## config.mk

```make
export PLATFORM = sky130hd
export DESIGN_NAME = fifo_replacement_key_value_cache
export DESIGN_NICKNAME = d
export VERILOG_FILES = /design/src/sv/fkvc_pkg.sv /design/src/sv/fkvc_cell.sv /design/src/sv/fifo_replacement_key_value_cache.sv
export SDC_FILE = /design/constraint.sdc
export NUM_CORES = 2
export LEC_CHECK = 0
export BUFFER_PORTS_ARGS = -buffer_cell sky130_fd_sc_hd__buf_2
export CAP_MARGIN = 5
export CORE_MARGIN = 3
export CORE_UTILIZATION = 55
export CTS_CLUSTER_SIZE = 14
export DETAILED_ROUTE_END_ITERATION = 6
export GPL_TIMING_DRIVEN = 0
export PLACE_DENSITY = 0.71
export SLEW_MARGIN = 0
export SYNTH_ARGS = -nofsm -noshare
export SYNTH_HDL_FRONTEND = slang
export SYNTH_SLANG_ARGS = --single-unit
export TNS_END_PERCENT = 1
```

## constraint.sdc

```tcl
create_clock -name clk_i -period 5.6 [get_ports clk_i]
set_clock_uncertainty 0.1 [all_clocks]
set_input_delay 0.28 -clock clk_i [delete_from_list [all_inputs] [get_ports clk_i]]
set_output_delay 0.28 -clock clk_i [all_outputs]
set_load 0.01 [all_outputs]
```

## src/sv/fkvc_pkg.sv

```systemverilog
// ----------------------------------------------------------------------------
// fkvc_pkg: shared types and constants for the key-value cache
// Field widths, operation and status codes, and the per-cell control word.
// ----------------------------------------------------------------------------
`default_nettype none

package fkvc_pkg;

  // Fixed widths of the stream fields
  localparam int unsigned KEY_W    = 32;
  localparam int unsigned VALUE_W  = 32;
  localparam int unsigned COUNT_W  = 32;
  localparam int unsigned OCC_W    = 5;
  localparam int unsigned CAP_W    = 5;
  localparam int unsigned STATUS_W = 3;

  // Request operation carried in the slave-side tuser
  typedef enum logic {
    FN_GET = 1'b0,
    FN_PUT = 1'b1
  } fkvc_func_e;

  // Result status carried in the master-side tuser
  typedef enum logic [STATUS_W-1:0] {
    ST_GET_HIT   = 3'd0,
    ST_GET_MISS  = 3'd1,
    ST_PUT_UPD   = 3'd2,
    ST_PUT_INS   = 3'd3,
    ST_PUT_EVICT = 3'd4
  } fkvc_status_e;

  // Control word driven to each cell
  typedef struct packed {
    logic lookup;    // capture compare result against the search key
    logic shift;     // take key and value from the next cell up the row
    logic load_new;  // take the new key and value
    logic write_val; // overwrite the value only
  } fkvc_cell_ctl_t;

endpackage

`default_nettype wire

```

## src/sv/fkvc_cell.sv

```systemverilog
// ----------------------------------------------------------------------------
// fkvc_cell: one entry of the key-value row
// Holds a key and value, compares the key against the search key, and
// shifts down toward cell 0 (oldest) when the oldest entry is evicted.
// ----------------------------------------------------------------------------
`default_nettype none

module fkvc_cell #(
  parameter int unsigned KEY_BITS   = 32,
  parameter int unsigned VALUE_BITS = 32
) (
  input  wire                           clk_i,
  input  fkvc_pkg::fkvc_cell_ctl_t      ctl_i,
  input  wire                           in_window_i,
  input  wire        [KEY_BITS-1:0]     cmp_key_i,
  input  wire        [KEY_BITS-1:0]     new_key_i,
  input  wire        [VALUE_BITS-1:0]   new_value_i,
  input  wire        [KEY_BITS-1:0]     next_key_i,
  input  wire        [VALUE_BITS-1:0]   next_value_i,
  output logic       [KEY_BITS-1:0]     key_o,
  output logic       [VALUE_BITS-1:0]   value_o,
  output logic                          match_o
);
  import fkvc_pkg::*;

  logic [KEY_BITS-1:0]   key_q;
  logic [VALUE_BITS-1:0] value_q;
  logic                  match_q;

  // Load, shift or update the stored entry
  always_ff @(posedge clk_i) begin
    if (ctl_i.load_new) begin
      key_q   <= new_key_i;
      value_q <= new_value_i;
    end else if (ctl_i.shift) begin
      key_q   <= next_key_i;
      value_q <= next_value_i;
    end else if (ctl_i.write_val) begin
      value_q <= new_value_i;
    end
  end

  // Capture the compare result for the update cycle
  always_ff @(posedge clk_i) begin
    if (ctl_i.lookup) begin
      match_q <= in_window_i && (key_q == cmp_key_i);
    end
  end

  assign key_o   = key_q;
  assign value_o = value_q;
  assign match_o = match_q;

endmodule

`default_nettype wire

```

## src/sv/fifo_replacement_key_value_cache.sv

```systemverilog
// ----------------------------------------------------------------------------
// fifo_replacement_key_value_cache: fully associative key-value store
// Row of entry cells kept in insertion order with oldest-first eviction.
// ----------------------------------------------------------------------------
// In the cycle a request word is accepted every cell compares its key against
// the request key; then, in the update state, the cells are updated and the
// result word is loaded into the output register. A new request is taken
// while the previous result still waits on the master side; a request stays
// in its update state only while an older result has not been taken. Cell 0
// always holds the oldest entry, so an eviction shifts the whole row down by
// one cell. No clearing pass is needed after reset: only cells below the
// occupancy count take part in a lookup.
`default_nettype none

module fifo_replacement_key_value_cache #(
  parameter int unsigned ENTRIES    = 16,
  parameter int unsigned KEY_BITS   = 32,
  parameter int unsigned VALUE_BITS = 32
) (
  input  wire                              clk_i,
  input  wire                              rst_ni,
  // capacity register
  input  wire                              cfg_we_i,
  input  wire  [fkvc_pkg::CAP_W-1:0]       cfg_wdata_i,
  // request stream
  input  wire                              s_axis_tvalid,
  output logic                             s_axis_tready,
  input  wire  [63:0]                      s_axis_tdata,  // key[31:0], value[63:32]
  input  wire  [0:0]                       s_axis_tuser,  // func[0]
  // result stream
  output logic                             m_axis_tvalid,
  input  wire                              m_axis_tready,
  // read_value[31:0], evicted_key[63:32], hit_count[95:64],
  // miss_count[127:96], occupancy[132:128], zero pad[135:133]
  output logic [135:0]                     m_axis_tdata,
  output logic [fkvc_pkg::STATUS_W-1:0]    m_axis_tuser   // status[2:0]
);
  import fkvc_pkg::*;

  localparam int unsigned CNT_W = $clog2(ENTRIES + 1);
  localparam int unsigned CW    = (CNT_W > CAP_W) ? CNT_W : CAP_W;

  typedef enum logic {
    S_IDLE,
    S_UPDATE
  } state_e;

  state_e                state_q;
  logic [CAP_W-1:0]      cap_q;
  logic [CNT_W-1:0]      count_q;
  logic [COUNT_W-1:0]    hit_q;
  logic [COUNT_W-1:0]    miss_q;
  logic                  func_q;
  logic [KEY_BITS-1:0]   key_q;
  logic [VALUE_BITS-1:0] value_q;

  logic                  out_valid_q;
  logic [STATUS_W-1:0]   out_status_q;
  logic [VALUE_W-1:0]    out_rval_q;
  logic [KEY_W-1:0]      out_ekey_q;
  logic [COUNT_W-1:0]    out_hit_q;
  logic [COUNT_W-1:0]    out_miss_q;
  logic [OCC_W-1:0]      out_occ_q;

  // Input field widths to storage widths
  logic [KEY_BITS+KEY_W-1:0]     key_wide;
  logic [VALUE_BITS+VALUE_W-1:0] value_wide;
  logic [KEY_BITS-1:0]           in_key;
  logic [VALUE_BITS-1:0]         in_value;
  logic                          accept;

  assign key_wide   = {{KEY_BITS{1'b0}}, s_axis_tdata[31:0]};
  assign value_wide = {{VALUE_BITS{1'b0}}, s_axis_tdata[63:32]};
  assign in_key     = key_wide[KEY_BITS-1:0];
  assign in_value   = value_wide[VALUE_BITS-1:0];
  assign s_axis_tready = (state_q == S_IDLE);
  assign accept        = s_axis_tvalid && s_axis_tready;

  // Cell row
  fkvc_cell_ctl_t        ctl      [ENTRIES];
  logic [KEY_BITS-1:0]   cell_key [ENTRIES];
  logic [VALUE_BITS-1:0] cell_val [ENTRIES];
  logic [ENTRIES-1:0]    match;

  for (genvar i = 0; i < ENTRIES; i++) begin : g_cell
    logic [KEY_BITS-1:0]   nkey;
    logic [VALUE_BITS-1:0] nval;
    if (i == ENTRIES - 1) begin : g_top
      assign nkey = cell_key[i];
      assign nval = cell_val[i];
    end else begin : g_mid
      assign nkey = cell_key[i+1];
      assign nval = cell_val[i+1];
    end
    fkvc_cell #(
      .KEY_BITS   (KEY_BITS),
      .VALUE_BITS (VALUE_BITS)
    ) u_cell (
      .clk_i        (clk_i),
      .ctl_i        (ctl[i]),
      .in_window_i  (CNT_W'(i) < count_q),
      .cmp_key_i    (in_key),
      .new_key_i    (key_q),
      .new_value_i  (value_q),
      .next_key_i   (nkey),
      .next_value_i (nval),
      .key_o        (cell_key[i]),
      .value_o      (cell_val[i]),
      .match_o      (match[i])
    );
  end

  // Decide the outcome of the request in its update cycle
  logic                  go;
  logic                  found;
  logic                  evict;
  logic [VALUE_BITS-1:0] hit_val;
  logic [CW-1:0]         cap_ext;
  logic [CW-1:0]         eff_cap;
  logic [CW-1:0]         cnt_ext;
  logic [CNT_W-1:0]      count_d;
  logic [CW-1:0]         occ_ext;
  logic [STATUS_W-1:0]   status_d;
  logic [VALUE_BITS+VALUE_W-1:0] rval_wide;
  logic [KEY_BITS+KEY_W-1:0]     ekey_wide;

  assign go      = (state_q == S_UPDATE) && (!out_valid_q || m_axis_tready);
  assign found   = |match;
  assign cap_ext = CW'(cap_q);
  assign cnt_ext = CW'(count_q);

  always_comb begin
    if (cap_ext == '0) begin
      eff_cap = CW'(1);
    end else if (cap_ext > CW'(ENTRIES)) begin
      eff_cap = CW'(ENTRIES);
    end else begin
      eff_cap = cap_ext;
    end
  end

  assign evict = (func_q == FN_PUT) && !found && (cnt_ext >= eff_cap) && (count_q != '0);

  // Select the matching value (at most one cell matches)
  always_comb begin
    hit_val = '0;
    for (int i = 0; i < ENTRIES; i++) begin
      hit_val = hit_val | (match[i] ? cell_val[i] : '0);
    end
  end

  // Drive cell controls
  always_comb begin
    for (int i = 0; i < ENTRIES; i++) begin
      ctl[i].lookup    = accept;
      ctl[i].shift     = go && evict;
      ctl[i].write_val = go && (func_q == FN_PUT) && found && match[i];
      if (evict) begin
        ctl[i].load_new = go && (CNT_W'(i) == count_q - CNT_W'(1));
      end else begin
        ctl[i].load_new = go && (func_q == FN_PUT) && !found && (CNT_W'(i) == count_q);
      end
    end
  end

  always_comb begin
    count_d = count_q;
    if ((func_q == FN_PUT) && !found && !evict) begin
      count_d = count_q + CNT_W'(1);
    end
  end

  always_comb begin
    case (func_q)
      FN_GET:  status_d = found ? ST_GET_HIT : ST_GET_MISS;
      FN_PUT:  status_d = found ? ST_PUT_UPD : (evict ? ST_PUT_EVICT : ST_PUT_INS);
      default: status_d = ST_GET_MISS;
    endcase
  end

  assign occ_ext   = CW'(count_d);
  assign rval_wide = {{VALUE_W{1'b0}},
                      ((func_q == FN_GET) && found) ? hit_val : {VALUE_BITS{1'b0}}};
  assign ekey_wide = {{KEY_W{1'b0}}, evict ? cell_key[0] : {KEY_BITS{1'b0}}};

  // Hold the capacity register
  always_ff @(posedge clk_i or negedge rst_ni) begin
    if (!rst_ni) begin
      cap_q <= CAP_W'(16);
    end else if (cfg_we_i) begin
      cap_q <= cfg_wdata_i;
    end
  end

  // Capture the request on accept
  always_ff @(posedge clk_i) begin
    if (accept) begin
      func_q  <= s_axis_tuser[0];
      key_q   <= in_key;
      value_q <= in_value;
    end
  end

  // Sequence the request, keep counters, and hold the result word
  always_ff @(posedge clk_i or negedge rst_ni) begin
    if (!rst_ni) begin
      state_q      <= S_IDLE;
      count_q      <= '0;
      hit_q        <= '0;
      miss_q       <= '0;
      out_valid_q  <= 1'b0;
      out_status_q <= '0;
      out_rval_q   <= '0;
      out_ekey_q   <= '0;
      out_hit_q    <= '0;
      out_miss_q   <= '0;
      out_occ_q    <= '0;
    end else begin
      if (out_valid_q && m_axis_tready && !go) begin
        out_valid_q <= 1'b0;
      end
      case (state_q)
        S_IDLE: begin
          if (accept) begin
            state_q <= S_UPDATE;
          end
        end
        S_UPDATE: begin
          if (go) begin
            logic [COUNT_W-1:0] hit_n;
            logic [COUNT_W-1:0] miss_n;
            hit_n  = hit_q;
            miss_n = miss_q;
            if ((func_q == FN_GET) && found && !(&hit_q)) begin
              hit_n = hit_q + COUNT_W'(1);
            end
            if ((func_q == FN_GET) && !found && !(&miss_q)) begin
              miss_n = miss_q + COUNT_W'(1);
            end
            hit_q        <= hit_n;
            miss_q       <= miss_n;
            count_q      <= count_d;
            out_valid_q  <= 1'b1;
            out_status_q <= status_d;
            out_rval_q   <= rval_wide[VALUE_W-1:0];
            out_ekey_q   <= ekey_wide[KEY_W-1:0];
            out_hit_q    <= hit_n;
            out_miss_q   <= miss_n;
            out_occ_q    <= occ_ext[OCC_W-1:0];
            state_q      <= S_IDLE;
          end
        end
        default: state_q <= S_IDLE;
      endcase
    end
  end

  assign m_axis_tvalid = out_valid_q;
  assign m_axis_tuser  = out_status_q;
  assign m_axis_tdata  = {3'b000, out_occ_q, out_miss_q, out_hit_q, out_ekey_q, out_rval_q};

endmodule

`default_nettype wire
```

==> out/metrics.csv <==
metric,value,unit
status,"finished, violations left",
violations,"design-rule violations, max-capacitance violations, max-slew violations",
clock_latency,0.79,ns
via_per_inst,6.73,
die_w,338,um
ys_seq_area_share,60.7,%
dieHeight,338,um
p_leak,0.0241,uW
synth-async-reset-ratio,11.5,%
first_iter_violations,6142,
cts_buffers,138,
r2r_end,g_cell[9].u_cell.value_o[23]$_DFFE_PP_,
finalNetCount,4573,
antenna_found_initial,4,
hold_buffers,81,
slew_viol_final,55,
worst-r2r-cell-count,12,
area_delta_synth_final,15.0,%
clock_sinks,1248,
critPathRequiredTime,6.01,ns
switching_share,25.1,%
irDropWorstVdd,0.364,mV
post-route-min-period,5.43,ns
final_cells,6012,
worstSetupStartpointType,flip-flop,
met3_length,23400,um
power.total,21600,uW
grt_max_degree,73,
hold_viol,0,
post-route-period-util,97.0,%
rows,121,
dp_cells,5674,
die-area,114000,um2
fill_cells,8086,
n_antenna_cell,0,
ant_nets,0,
wl_per_cell,35.1,um
ctsRootBufferMaster,clkbuf_16,
fin_ws,0.167,ns
pin_count,216,
synth-edff-count,1105,
routed_wirelength,211000,um
vias,40500,
p_sw,5440,uW
core,109000,um2
cts_setup_buffers,0,
pwr-share-comb,9.0,%
setup_viol,0,
synth-main-ff-cell,edfxtp_1,
place_hpwl,149000,um
ys_types,62,
ys_seq_elements,1248,
top_layer,met5,
hold_class,in2reg,
drv_cap,5,
place_area,64400,um2
pwr-share-clk,41.7,%
syn_inst,4009,
worstPathMaxFanout,21,
post-place-ws,0.264,ns
internal_power,16200,uW
drive_gt1_share,32.4,%
synth.avg_cell_area,15.1,um2
htree_num_levels,4,
cts.path.max_buffers,3,
cts_tree,built,
grt_usage,36.7,%
p_seq_share,49.3,%
synth.cell_area,60600,um2
grt-ovfl-total,0,
synth.area.top_cells,"edfxtp_1, mux2_2, dfrtp_1",
multi_input_area,22500,um2
met1_length,75900,um
power_per_cell_area,310,nW/um2
reg2reg_from,cnt_ext[1]$_DFFE_PN0P_,
drtPass1Iterations,7,
yosys.area.top_type,edfxtp_1,
floorplan.initialDensity,55.6,%
crit_end,g_cell[9].u_cell.value_o[23]$_DFFE_PP_,
register_area,36800,um2
arrival,5.84,ns
ctsResizeCount,0,
synth_top_area_share,54.8,%
wl_met2,98500,um
critPathCaptureType,flip-flop,
reg2reg_slack,0.17,ns
place.port_buffers,212,
worstSetupPathType,reg2reg,
clk_pin_slew,0.06,ns
grt_pass1_vias,40100,
grt_pass1_wl,294000,um
drc_errors,1,
ys_warn_count,0,
worst_slew_pin_slew,1.58,ns
rsz0062_at_grt,no,
final_cell_area,69700,um2
cp-startpoint,cnt_ext[1]$_DFFE_PN0P_,
fmax,0.184,GHz
gp_congestion,0.961,
maxSlewHeadroom,-5.15,%
power groups by stage:
stage | clock [uW] | combinational [uW] | sequential, uW
final | 9020 | 1950 | 10700
after global routing | 9360 | 2010 | 10700
after CTS | 9000 | 1890 | 10700
after detailed placement | 0 | 1830 | 10800
after global placement | 0 | 1750 | 10900
after floorplan | 0 | 927 | 10800
per-layer routing:
layer  vias to the layer above  track usage, %
met1                     20400            46.2
met3                       719            9.00
met5                         -               0
li1                      16400               -
met2                      2860            58.8
met4                         6            19.6
synth_stat cells (12+ instances only):
| cell | instances |
|---|---|
| a21o_1 | 17 |
| a21oi_1 | 21 |
| a221oi_1 | 128 |
| a22o_1 | 192 |
| and3_1 | 15 |
| buf_1 | 39 |
| buf_2 | 44 |
| buf_4 | 56 |
| clkbuf_1 | 175 |
| dfrtp_1 | 142 |
| edfxtp_1 | 1105 |
| ha_1 | 14 |
| inv_1 | 12 |
| mux2_1 | 110 |
| mux2_2 | 856 |
| nand2_1 | 61 |
| nand3_1 | 42 |
| nand4_1 | 122 |
| nor2_1 | 50 |
| nor3_1 | 30 |
| nor4_1 | 83 |
| o21ai_2 | 14 |
| xnor2_1 | 277 |
| xor2_1 | 300 |
worst min path at each step:
| stage | start | to | slack, ns | cells past startpoint |
|---|---|---|---|---|
| floorplan | rst_ni | cap_ext[0]$_DFFE_PN0P_ | -0.12 | 0 |
| global placement | s_axis_tdata[48] | value_q[16]$_DFFE_PP_ | 0.36 | 1 |
| detailed placement | rst_ni | out_ekey_q[6]$_DFFE_PN0P_ | 0.19 | 1 |
| CTS | s_axis_tdata[46] | value_q[14]$_DFFE_PP_ | 0.1 | 2 |
| global route | s_axis_tdata[34] | value_q[2]$_DFFE_PP_ | 0.12 | 2 |
| finish | s_axis_tdata[54] | value_q[22]$_DFFE_PP_ | 0.12 | 2 |
final cells by class:
class | instances | area share [%]
repair buffers | 333 | 3.89
clock buffers | 196 | 5.61
flip-flops and latches | 1248 | 52.8
well taps | 1414 | 2.54
clock inverters | 58 | 0.729
multi-input cells | 2431 | 32.2
inverters | 12 | 0.0646
plain buffers | 320 | 2.17
sequential cells by signal (all words and copies together), names as in the netlist, 32 cells and up:
name	cells
key_q	32
value_q	32
g_cell.u_cell.key_o	512
g_cell.u_cell.value_o	512
out_miss_q	32
out_hit_q	32
out_ekey_q	32
out_rval_q	32
critical path: stages, from the launching register on:
cell	delay, ns
dfrtp_1	0.48
clkbuf_1	0.38
inv_1	0.29
ha_1	0.18
buf_4	0.18
or4b_1	0.53
and3_4	0.24
a21oi_4	0.38
buf_6	0.26
clkbuf_1	0.93
a21oi_4	0.24
a21o_2	0.61
buf_16	0.32
logic make-up (layout without fill, tap and decap cells):
kind of cell / after synthesis / after routing / share of synthesized area, %
mux: 966 / 966 / 18.0
simple gates: 456 / 456 / 4.29
flops: 1248 / 1248 / 60.7
buf+inv: 332 / 919 / 2.57
fa+ha+maj: 14 / 14 / 0.289
xor+xnor: 577 / 577 / 8.34
compound gates: 415 / 415 / 5.85
other cells: 1 / 3 / 0.00619
through the flow:
step | hold WS, ns | TNS (ns) | utilization, %
2_1_floorplan | -0.116 | 0 | -
6_report | 0.118 | 0 | 63.9
3_3_place_gp | 0.356 | -1402.56 | 58.2
4_1_cts | 0.0973 | 0 | 63.9
3_5_place_dp | 0.193 | 0 | 59.1
5_1_grt | 0.121 | 0 | 63.9
layout by cell type, fill, tap and decap left out, types with 14 or more instances in the layout:
master / n
edfxtp_1: 1105
mux2_2: 856
xor2_1: 300
xnor2_1: 277
buf_2: 256
clkbuf_1: 214
a22o_1: 192
clkbuf_16: 143
dfrtp_1: 142
a221oi_1: 128
nand4_1: 122
mux2_1: 110
nor4_1: 83
dlygate4sd3_1: 81
nand2_1: 61
buf_4: 56
nor2_1: 50
nand3_1: 42
buf_1: 37
nor3_1: 30
buf_12: 30
clkinv_1: 21
a21oi_4: 18
clkinv_2: 18
a21o_2: 16
and3_1: 15
o21ai_2: 14
ha_1: 14
No activity file was read; power rests on OpenSTA's default activity.
